==> src/rtl/cos4ffc_pkg.sv <==
// Package with shared types and constants for the cos^4 flat-field correction core.
`timescale 1ns / 1ps

package cos4ffc_pkg;

    // Configuration register indexes
    localparam logic [7:0] CFG_IMAGE_ROWS  = 8'd0;
    localparam logic [7:0] CFG_IMAGE_COLS  = 8'd1;
    localparam logic [7:0] CFG_RADIAL_COEF = 8'd2;
    localparam logic [7:0] CFG_NORM_GAIN   = 8'd3;
    localparam logic [7:0] CFG_WIDE_MODE   = 8'd4;

    // Register reset values
    localparam logic [12:0] RST_IMAGE_ROWS  = 13'd4096;
    localparam logic [12:0] RST_IMAGE_COLS  = 13'd4096;
    localparam logic [31:0] RST_RADIAL_COEF = 32'd388000;
    localparam logic [17:0] RST_NORM_GAIN   = 18'd65536;
    localparam logic        RST_WIDE_MODE   = 1'b1;

    // Output clip levels
    localparam logic [15:0] MAX_WIDE   = 16'hFFFF;
    localparam logic [15:0] MAX_NARROW = 16'h00FF;

    // One in Q32, one half in Q16 for rounding
    localparam logic [41:0] ONE_Q32    = 42'h100_0000_0000 >> 8;
    localparam logic [55:0] ROUND_HALF = 56'h8000;

    typedef struct packed {
        logic [15:0] pixel_value;
        logic [11:0] pixel_row;
        logic [11:0] pixel_col;
    } t_in_item;

    typedef struct packed {
        logic [15:0] corrected_value;
        logic        saturated;
    } t_out_item;

    typedef struct packed {
        logic [12:0] image_rows;
        logic [12:0] image_cols;
        logic [31:0] radial_coef;
        logic [17:0] norm_gain;
        logic        wide_mode;
    } t_cfg;

endpackage

==> src/rtl/cos4ffc_cfg_regs.sv <==
// Configuration register file: index decode and register storage.
`timescale 1ns / 1ps

module cos4ffc_cfg_regs (
    input  logic                i_clk,
    input  logic                i_rst_n,
    input  logic                i_cfg_valid,
    input  logic [7:0]          i_cfg_index,
    input  logic [31:0]         i_cfg_data,
    output cos4ffc_pkg::t_cfg   o_cfg
);
    import cos4ffc_pkg::*;

    t_cfg r_cfg;

    // Writes to unknown indexes are dropped
    always_ff @(posedge i_clk) begin
        if (!i_rst_n) begin
            r_cfg.image_rows  <= RST_IMAGE_ROWS;
            r_cfg.image_cols  <= RST_IMAGE_COLS;
            r_cfg.radial_coef <= RST_RADIAL_COEF;
            r_cfg.norm_gain   <= RST_NORM_GAIN;
            r_cfg.wide_mode   <= RST_WIDE_MODE;
        end else if (i_cfg_valid) begin
            case (i_cfg_index)
                CFG_IMAGE_ROWS:  r_cfg.image_rows  <= i_cfg_data[12:0];
                CFG_IMAGE_COLS:  r_cfg.image_cols  <= i_cfg_data[12:0];
                CFG_RADIAL_COEF: r_cfg.radial_coef <= i_cfg_data;
                CFG_NORM_GAIN:   r_cfg.norm_gain   <= i_cfg_data[17:0];
                CFG_WIDE_MODE:   r_cfg.wide_mode   <= i_cfg_data[0];
                default: ;
            endcase
        end
    end

    assign o_cfg = r_cfg;

endmodule

==> config.mk <==
export PLATFORM = sky130hd
export DESIGN_NAME = cos4ffc_cfg_regs
export DESIGN_NICKNAME = d
export VERILOG_FILES = /design/src/rtl/cos4ffc_pkg.sv /design/src/rtl/cos4ffc_cfg_regs.sv
export SDC_FILE = /design/constraint.sdc
export NUM_CORES = 1
export LEC_CHECK = 0
export BUFFER_PORTS_ARGS = -buffer_cell sky130_fd_sc_hd__buf_2
export CAP_MARGIN = 0
export CORE_AREA = 3 3 84 86
export DETAILED_ROUTE_END_ITERATION = 16
export DIE_AREA = 0 0 87 89
export GPL_TIMING_DRIVEN = 0
export MAX_ROUTING_LAYER = met4
export PLACE_DENSITY = 0.85
export SYNTH_ARGS = -nofsm -noshare
export SYNTH_HDL_FRONTEND = slang
export SYNTH_SLANG_ARGS = --single-unit
==> constraint.sdc <==
create_clock -name i_clk -period 4.8 [get_ports i_clk]
set_clock_uncertainty 0.2 [all_clocks]
set_input_delay 0.96 -clock i_clk [delete_from_list [all_inputs] [get_ports i_clk]]
set_output_delay 0.96 -clock i_clk [all_outputs]
set_load 0.03 [all_outputs]
# Word-level counts from Yosys, hierarchy flattened

Cells that the tools add are included.

Eq/ne operators: 4
Reductions and logical operators: 6

Operators by type and width:

| operator             | number |
|---|---|
| $eq A8 B2 Y1 const B | 2 |
| $reduce_and A2 Y1    | 5 |
| $eq A8 B1 Y1 const B | 1 |
| $eq A8 B3 Y1 const B | 1 |
| $logic_not A8 Y1     | 1 |

Bits in registers: 77
Bits of input ports: 43
Output and inout bits: 77
Word-level logic and storage cells: 15

# Depth between registers and ports, before layout

Gate-level depths: netlist of the first run.

Depth in word-level cells: 2
Gate-level depth with buffers: 5
Depth with buffers taken out: 3

# Least setup slack after synthesis of the first run

OpenSTA, ideal clock, no wires.

Path kind: input to register
Start point: in i_cfg_index[5]
End point: reg r_cfg (netlist bit o_cfg[31])
Library setup time: 0.072 ns
Data arrival time: 2.029 ns
Required time: 4.528 ns
Setup slack: 2.500 ns
Cell stages on the path: 5
Buffers on the path: 2
Cells stage by stage: nor4_4 and4b_1 buf_6 buf_12 mux2i_1

Word-level cells in the longest chain between the ends: 2

Ends and longest elaborated chain:

| item                        | line                   | text |
|---|---|---|
| start, declared             | cos4ffc_cfg_regs.sv:8  | `input logic [7:0] i_cfg_index,` |
| $eq A8 B2 Y1                | cos4ffc_cfg_regs.sv:25 | `case (i_cfg_index)` |
| $reduce_and A2 Y1 (no line) | n/a                    |  |
| end, declared               | cos4ffc_cfg_regs.sv:14 | `t_cfg r_cfg;` |

Every way passes these cells.
A chain may end at the register's enable or synchronous reset.

# Worst setup path in the final report of the first run

Same ends and word-level chain as after synthesis.

==> qor.csv, run 1 <==
metric,value,unit
start_util,48.35,%
cts.sinks,77,
synth_warnings,0,
tns,0,ns
critPathArrivalTime,2.33,ns
firstDrtPassIters,4,
largest_register_ffs,77,
crit_path_end_kind,flop,
syn_area,3070,µm²
finalCritPeriodShare,47.36,%
yosysTopAreaCell,dfxtp_1,
drtIter0Drc,102,
p_leak,0.001966,µW
place_congestion,0.7610,
pin_count,120,
finish.utilization,62.50,%
ir_drop,0.0001839,V
synth-seq-cells,77,
worst_hold_path_type,reg -> reg,
cp_max_fo,10,
powerDensity,305.1,nW/µm²
synth.most_common_cell,nand2_1,
grt_max_degree,13,
ys_async_sr_fraction,0,%
hpwl,5702,µm
synth_flop_cell,dfxtp_1,
ctsHoldBuffers,0,
fp.dieArea,7743,µm²
wirelength,7713,µm
syn_inst,305,
synth_edf_count,0,
synth_nets,348,
seq_area_frac_synth,50.20,%
grt_pass1_wl,12400,µm
worst-setup-path-type,in -> reg,
worst_path_max_delay_cell,nor4_4,
crit_path_cell_trace,buf_2 > nor4_4 > and4b_1 > buf_6 > buf_12 > mux2i_1,
grt_pass1_vias,2566,
ys_types,21,
seqCellArea,1541,µm²
synthDominantCellAreaShare,50.20,%
fp.coreArea,6350,µm²
rows,29,
clock_latency,0.33,ns
crit_family,simple AND/OR/NAND/NOR gates,
antenna_found_initial,0,
ys_top_cells_by_area,"dfxtp_1, mux2i_1, nand2_1",
cts_tree,yes,
viasPerCell,4.930,
hold_viol,0,
fillers,546,
cts_buffers,9,
antenna_left,0,
fin_ws,2.527,ns
portBuffers,118,
grt_util_all_layers,21.35,%
place_area,3757,µm²
syn_avg_cell_area,10.07,µm²
drive_gt1_share,32.80,%
outcome,"complete, no violations",
dp_slack,2.188,ns
fp.dieH,89,µm
htree_levels,3,
clock.fmax,439.9,MHz
die_x,87,µm
finalInstanceArea,3969,µm²
cp.required,4.86,ns
syn2layout_area_growth,29.26,%
wl_per_cell,14.95,µm
final-setup-viol-count,0,
tightest_slew,0.5790,ns
diodes,0,
cp.buffers_inverters,3,
cts-root-buf,clkbuf_8,
r2r_slack,3.92,ns
grt_overflow,0,
rsz0062_at_grt,no,
cts.clk_slew.worst_paths,0.07,ns
num_vias,2544,
synth_commonest_cells,"nand2_1, dfxtp_1, mux2i_1",
post-cts-setup-buffers,0,
drc,0,
maxCapViolCount,0,
max_stage_delay,0.44,ns
relSlewSlack,61.40,%
post_cts_resized,0,
clockBufferDepth,2,
cp-start-kind,primary input,
fin_nets,477,
slew_viol_final,0,
finalCriticalPeriod,2.273,ns
multi_input_area,1371,µm²
==> final timing paths <==
check	from	endpoint	depth (start not counted)
min reg2reg	o_cfg[73]	o_cfg[73]	2
max	i_cfg_index[5]	o_cfg[31]	6
max reg2reg	o_cfg[0]	o_cfg[0]	3
min	o_cfg[73]	o_cfg[73]	2
==> metrics by stage <==
stage / instances / hold slack, ns / power, µW
after CTS: 516 / 0.2607 / 1225
after floorplan: 305 / 0.3830 / 686.2
after global placement: 500 / 0.2392 / 717.1
after global routing: 516 / 0.2774 / 1260
after detailed placement: 500 / 0.2459 / 718.5
final: 516 / 0.2583 / 1211
==> cells in the final DEF (no fill, tap or decap) <==
master	count
dfxtp_1	77
inv_1	1
nand2_1	93
clkinvlp_4	1
buf_12	2
nand3b_1	1
and4b_1	2
nor4_4	1
bufinv_16	1
buf_8	1
mux2i_1	76
buf_2	119
buf_4	1
nor3b_2	1
nand3_2	1
nor2b_1	24
nand4b_1	1
clkbuf_8	12
and3b_1	1
buf_6	3
nor2_1	1
clkinv_2	1
clkbuf_1	15
a31oi_1	1
nand4_1	2
==> logic make-up (layout without fill, tap and decap cells) <==
logic type / count (synthesis) / count (layout) / share of synthesized area, %
muxes: 76 / 76 / 24.78
AOI/OAI and AO/OA: 1 / 1 / 0.2039
DFF: 77 / 77 / 50.20
and+or+nand+nor: 128 / 128 / 19.68
buffers and inverters: 23 / 157 / 5.134
==> metal layers <==
metal	wire length [µm]	part of all wire (%)	vias to the layer above	global-route usage (%)
met1	3430	44	1187	26.26
li1	-	-	1263	-
met4	42	0.54	0	7.649
met5	0	0	-	-
met2	3738	48	89	35.06
met3	501	6.5	5	4.055
==> area by class of cell <==
class,count,share of cell area [%]
Buffer,22,3.878
Clock buffer,13,4.256
Clock inverter,3,1.072
Inverter,1,0.09458
Multi-Input combinational cell,205,34.55
Sequential cell,77,38.84
Tap cell,77,2.427
Timing Repair Buffer,118,14.88
==> power by group <==
part           internal, µW  leakage, µW  total [µW]  switching (µW)
combinational          24.7      0.00124        63.7            39.0
clock                   282     0.000106         508             225
sequential              639     0.000621         639           0.412
total                   946      0.00197        1210             265
==> worst reg2reg max path: stages (launching register included) <==
cell,delay [ns]
dfxtp_1,0.31
inv_1,0.05
a31oi_1,0.03
nand3b_1,0.17
No activity file was read; power rests on OpenSTA's default activity.
==> run 2, diff against run 1 <==
Settings changed: CORE_AREA 3 3 84 86 to 3 3 89 91, DIE_AREA 0 0 87 89 to 0 0 92 94, PLACE_DENSITY 0.85 to 0.8.
Clock period 4.8 ns to 2 ns, I/O delays scaled along.
==> run 2 against run 1 <==
  * Clock-buffer cell count is the same
  * Register-to-register slack got worse by 2.8 ns
  * Combinational power grew 140%
  * Die area is 12% higher
  * Sequential share of layout area decreased by 0.27 points
  * Flip-flop and latch count did not move
  * First-iteration DRC count fell by 51%
  * Setup slack lost 2.2 ns
  * Clock power increased by 140%
  * Cell area rose by 0.69%
==> qor.csv, run 2 (synthesis gave the netlist of run 1 again) <==
metric,value,unit,change
hpwl,5892,µm,+3.3%
powerDensity,726.6,nW/µm²,+140%
rsz0062_at_grt,no,,
place_area,3785,µm²,+0.73%
finalCriticalPeriod,1.719,ns,
num_vias,2554,,+0.39%
crit_path_end,o_cfg[52],,
whs_path_depth,3,,+1
antenna_left,0,,unchanged
wl_per_cell,14.72,µm,-1.5%
cts-root-buf,clkbuf_8,,
rows,31,,+6.9%
post_cts_resized,0,,unchanged
fp.dieH,94,µm,+5.6%
finalInstanceArea,3996,µm²,+0.69%
portBuffers,118,,unchanged
cp-start-kind,primary input,,
ir_drop,0.0003581,V,+95%
critPathArrivalTime,1.78,ns,-0.55 ns
place_inst,522,,+4.4%
cp.required,2.07,ns,-2.79 ns
crit_path_cell_trace,clkbuf_1 > clkbuf_1 > clkbuf_1 > nand2_1 > mux2i_1,,
clockBufferDepth,2,,unchanged
grt_max_degree,13,,unchanged
htree_levels,3,,unchanged
tightest_slew,0.5966,ns,+0.01761 ns
drc,0,,unchanged
wirelength,7919,µm,+2.7%
final_common_cell,buf_2,,
maxCapViolCount,0,,unchanged
fin_nets,477,,unchanged
clock_latency,0.33,ns,about the same
antenna_found_initial,0,,unchanged
fp.dieArea,8648,µm²,+12%
cp_max_fo,10,,unchanged
worst_r2r_path_depth,3,,unchanged
hold_viol,0,,unchanged
viasPerCell,4.747,,-3.7%
firstDrtPassIters,4,,unchanged
clock.fmax,581.7,MHz,
final-setup-viol-count,0,,unchanged
r2r_slack,1.09,ns,-2.83 ns
drtIter0Drc,50,,-51%
ctsHoldBuffers,0,,unchanged
grt_pass1_vias,2674,,+4.2%
die_x,92,µm,+5.7%
layout_common_cells,"buf_2, nand2_1, dfxtp_1, mux2i_1, nor2b_1",,
cts.clk_slew.worst_paths,0.07,ns,about the same
cts_buffers,9,,unchanged
slew_viol_final,0,,unchanged
diodes,0,,unchanged
grt_pass1_wl,12780,µm,+3.1%
fin_hold_ws,0.1029,ns,-0.1554 ns
outcome,"complete, no violations",,
fin_cells,538,,+4.3%
pin_count,120,,unchanged
start_util,42.56,%,-5.8 points
setup.worst_path.start,i_rst_n,,
crit_path_end_kind,flop,,
reg2reg_from,o_cfg[0],,
cts.sinks,77,,unchanged
largest_register_ffs,77,,unchanged
p_leak,0.001966,µW,unchanged
drive_gt1_share,32.80,%,unchanged
r2r_end,o_cfg[0],,
place_congestion,0.8055,,+5.8%
fp.coreArea,7214,µm²,+14%
max_stage_delay,0.46,ns,+0.02 ns
crit_path_frequent_cell,clkbuf_1,,
grt_util_all_layers,19.57,%,-1.8 points
fillers,690,,+26%
finalCritPeriodShare,85.96,%,
worst_path_max_delay_cell,clkbuf_1,,
worst-setup-path-type,in -> reg,,
syn2layout_area_growth,30.15,%,
relSlewSlack,60.23,%,-1.2 points
worst_hold_path_type,in -> reg,,
grt_overflow,0,,unchanged
post-cts-setup-buffers,0,,unchanged
cts_tree,yes,,
## run 2: cell counts in the layout (fill, tap and decap cells not counted)
Identical to the previous run, type by type.
## run 2: critical path, delay by kind of cell
kind	cells	cell delay, ns
multiplexers	1	0.14
AND/OR/NAND/NOR	1	0.11
buffers and inverters	3	1.13
## run 2: layout make-up
type	count	area, µm²	share of cell area [%]
Clock buffer	13	168.9	4.227
Timing Repair Buffer	118	590.6	14.78
Multi-Input combinational cell	205	1371	34.31
Buffer	22	153.9	3.851
Inverter	1	3.754	0.09393
Tap cell	99	123.9	3.100
Sequential cell	77	1541	38.57
Clock inverter	3	42.54	1.064
## run 2: how the worst min path moves through the flow
stage,start,to,slack [ns]
5_1_grt,i_cfg_data[30],o_cfg[49],0.10
4_1_cts,i_cfg_data[29],o_cfg[48],0.09
6_report,i_cfg_data[29],o_cfg[48],0.10
3_5_place_dp,o_cfg[55],o_cfg[55],0.24
2_1_floorplan,i_cfg_data[13],o_cfg[14],0.34
3_3_place_gp,o_cfg[47],o_cfg[47],0.24
## run 2: where the power goes
part	total [µW]	internal (µW)	leakage [µW]	switching [µW]
logic	156	59.3	0.00124	96.2
registers	1530	1530	0.000621	0.959
clock network	1210	678	0.000106	536
## run 2: through the flow
stage | TNS [ns] | util, % | setup slack (ns) | total power, µW
5_1_grt | 0 | 55.39 | 0.06558 | 3023
3_5_place_dp | -0.9192 | 52.46 | -0.09089 | 1727
2_1_floorplan | 0 | - | 0.2595 | 1647
4_1_cts | 0 | 55.39 | 0.2690 | 2938
6_report | 0 | 55.39 | 0.2809 | 2904
3_3_place_gp | 0 | 52.46 | 0.01117 | 1722
## run 2: metal layers
layer	track usage [%]	vias to the layer above	share of wire, %
li1	-	1260	-
met1	22.92	1197	44
met2	32.85	88	48
met3	4.968	9	6.0
met4	6.807	0	1.5
met5	-	-	0
==> run 3, diff against run 2 <==
==> constraint.sdc (replaced) <==
create_clock -name i_clk -period 2 [get_ports i_clk]
set_clock_uncertainty 0.2 [all_clocks]
set_input_delay 0.1 -clock i_clk [delete_from_list [all_inputs] [get_ports i_clk]]
set_output_delay 0.1 -clock i_clk [all_outputs]
set_load 0.03 [all_outputs]
==> run 3 against run 2 <==
  * Register-to-register slack barely moved
  * Utilization up 5.1 points
  * Die area is the same
  * Sequential share of layout area decreased by 3.3 points
  * Hold slack got worse by 0.13 ns
  * Non-clock buffer count grew 37
  * Highest routed layer unchanged
  * The run now ends with hold timing left
==> qor.csv, run 3 (synthesis gave the netlist of run 1 again) <==
metric,value,unit,change
place_congestion,0.8055,,unchanged
r2r_slack,1.09,ns,about the same
grt_util_all_layers,21.36,%,+1.8 points
worst-setup-path-type,in -> reg,,
largest_register_ffs,77,,unchanged
diodes,0,,unchanged
cts_tree,yes,,
start_util,42.56,%,unchanged
rsz0062_at_grt,no,,
drive_gt1_share,30.25,%,-2.5 points
power.internal,2316,µW,+2.0%
cp.required,2.06,ns,about the same
die_x,92,µm,unchanged
combPwrFrac,7.1,%,+1.7 points
p_sw,647.7,µW,+2.3%
fin_nets,514,,+7.8%
cts-root-buf,clkbuf_8,,
post-cts-setup-buffers,0,,unchanged
crit_path_cell_trace,buf_2 > dlygate4sd3_1 > nor3b_2 > and4b_1 > buf_6 > buf_12 > mux2i_1,,
ir_drop,0.0003845,V,+7.4%
powerDensity,678.6,nW/µm²,-6.6%
slew_viol_final,0,,unchanged
relSlewSlack,59.14,%,-1.1 points
pin_count,120,,unchanged
cp-start-kind,primary input,,
cts_buffers,9,,unchanged
clockBufferDepth,2,,unchanged
outcome,finished with violations,,
clock.fmax,533.1,MHz,-8.4%
reg2reg_from,o_cfg[0],,
final-setup-viol-count,0,,unchanged
final_common_cell,buf_2,,
clock_latency,0.34,ns,about the same
syn2layout_area_growth,42.22,%,
portBuffers,118,,unchanged
p_clk_share,41.1,%,-0.7 points
crit_path_end,o_cfg[45],,
grt_overflow,0,,unchanged
grt_max_degree,13,,unchanged
crit_path_end_kind,flop,,
p_leak,0.002122,µW,+7.9%
worst_path_max_delay_cell,dlygate4sd3_1,,
violations,hold timing,,
grt_pass1_wl,13980,µm,+9.4%
pwr-share-seq,51.8,%,-1.1 points
rows,31,,unchanged
cts.sinks,77,,unchanged
hpwl,5892,µm,unchanged
antenna_found_initial,0,,unchanged
worst_hold_path_type,in -> reg,,
r2r_end,o_cfg[0],,
fp.dieArea,8648,µm²,unchanged
wirelength,8635,µm,+9.0%
worst_r2r_path_depth,3,,unchanged
maxCapViolCount,0,,unchanged
cp_max_fo,10,,unchanged
drtIter0Drc,73,,+46%
htree_levels,3,,unchanged
p_sw_share,21.85,%,+0.053 points
firstDrtPassIters,4,,unchanged
fin_hold_ws,-0.02789,ns,-0.1308 ns
fp.coreArea,7214,µm²,unchanged
num_vias,2708,,+6.0%
grt_pass1_vias,2876,,+7.6%
antenna_left,0,,unchanged
tightest_slew,0.6128,ns,+0.01625 ns
finalInstanceArea,4367,µm²,+9.3%
max_stage_delay,0.58,ns,+0.12 ns
place_area,3785,µm²,unchanged
hold_viol,1,,+1
cts.clk_slew.worst_paths,0.07,ns,about the same
layout_common_cells,"buf_2, nand2_1, dfxtp_1, mux2i_1, dlygate4sd3_1",,
wl_per_cell,15.02,µm,+2.0%
setup.worst_path.start,i_cfg_index[3],,
critPathArrivalTime,1.94,ns,+0.16 ns
post_cts_resized,0,,unchanged
fp.dieH,94,µm,unchanged
finalCritPeriodShare,93.79,%,+7.8 points
finalCriticalPeriod,1.876,ns,+0.1568 ns
drc,0,,unchanged
viasPerCell,4.710,,-0.79%
tns,0,ns,unchanged
[run 3: final cells by class]
| class | instances | area, µm² |
|---|---|---|
| multi-input combinational | 205 | 1371 |
| sequential | 77 | 1541 |
| buffer | 22 | 153.9 |
| clock buffer | 13 | 168.9 |
| clock inverter | 3 | 42.54 |
| fill | 641 | 2848 |
| timing repair buffer | 155 | 960.9 |
| inverter | 1 | 3.754 |
| tap | 99 | 123.9 |
[run 3: worst max-delay path, delay by kind of cell]
| family | cells | cell delay (ns) |
|---|---|---|
| buf+inv | 4 | 1.01 |
| simple gates | 2 | 0.62 |
| mux | 1 | 0.20 |
[run 3: what timing repair did]
item | CTS | global route
endpoints found under the setup margin | 0 | 1
hold buffers | 38 | 0
endpoints found under the hold margin | 77 | 0
[run 3: worst min path at each step]
stage	from	slack (ns)	to	cells after the start
2_1_floorplan	i_cfg_data[13]	0.04	o_cfg[14]	2
3_3_place_gp	i_cfg_data[30]	0.15	o_cfg[49]	3
3_5_place_dp	i_cfg_data[29]	0.16	o_cfg[48]	3
4_1_cts	i_cfg_index[1]	0.07	o_cfg[6]	4
5_1_grt	i_cfg_index[6]	0.005	o_cfg[0]	4
6_report	i_cfg_index[6]	-0.03	o_cfg[0]	4
[run 3: routing by layer]
metal	wire length (µm)	part of all wire (%)	up-vias	GRT usage [%]
met5	0	0	-	-
met2	4322	50	91	37.35
met1	3710	43	1272	24.28
met3	460	5.3	11	4.888
met4	142	1.6	0	7.054
li1	-	-	1334	-
[run 3: power groups by stage]
| stage | registers [µW] | clock network [µW] | logic [µW] |
|---|---|---|---|
| final | 1530 | 1220 | 212 |
| after global routing | 1530 | 1320 | 231 |
| after CTS | 1530 | 1250 | 211 |
| after detailed placement | 1570 | 0 | 156 |
| after global placement | 1570 | 0 | 151 |
| after floorplan | 1570 | 0 | 72.6 |
[run 3: through the flow]
step | power [µW] | setup slack (ns) | instances | utilization [%]
floorplan | 1647 | 0.5595 | 305 | -
global placement | 1722 | 0.3112 | 522 | 52.46
detailed placement | 1727 | 0.2091 | 522 | 52.46
CTS | 2991 | 0.04916 | 576 | 60.67
global route | 3083 | 0.04643 | 575 | 60.53
finish | 2963 | 0.1241 | 575 | 60.53
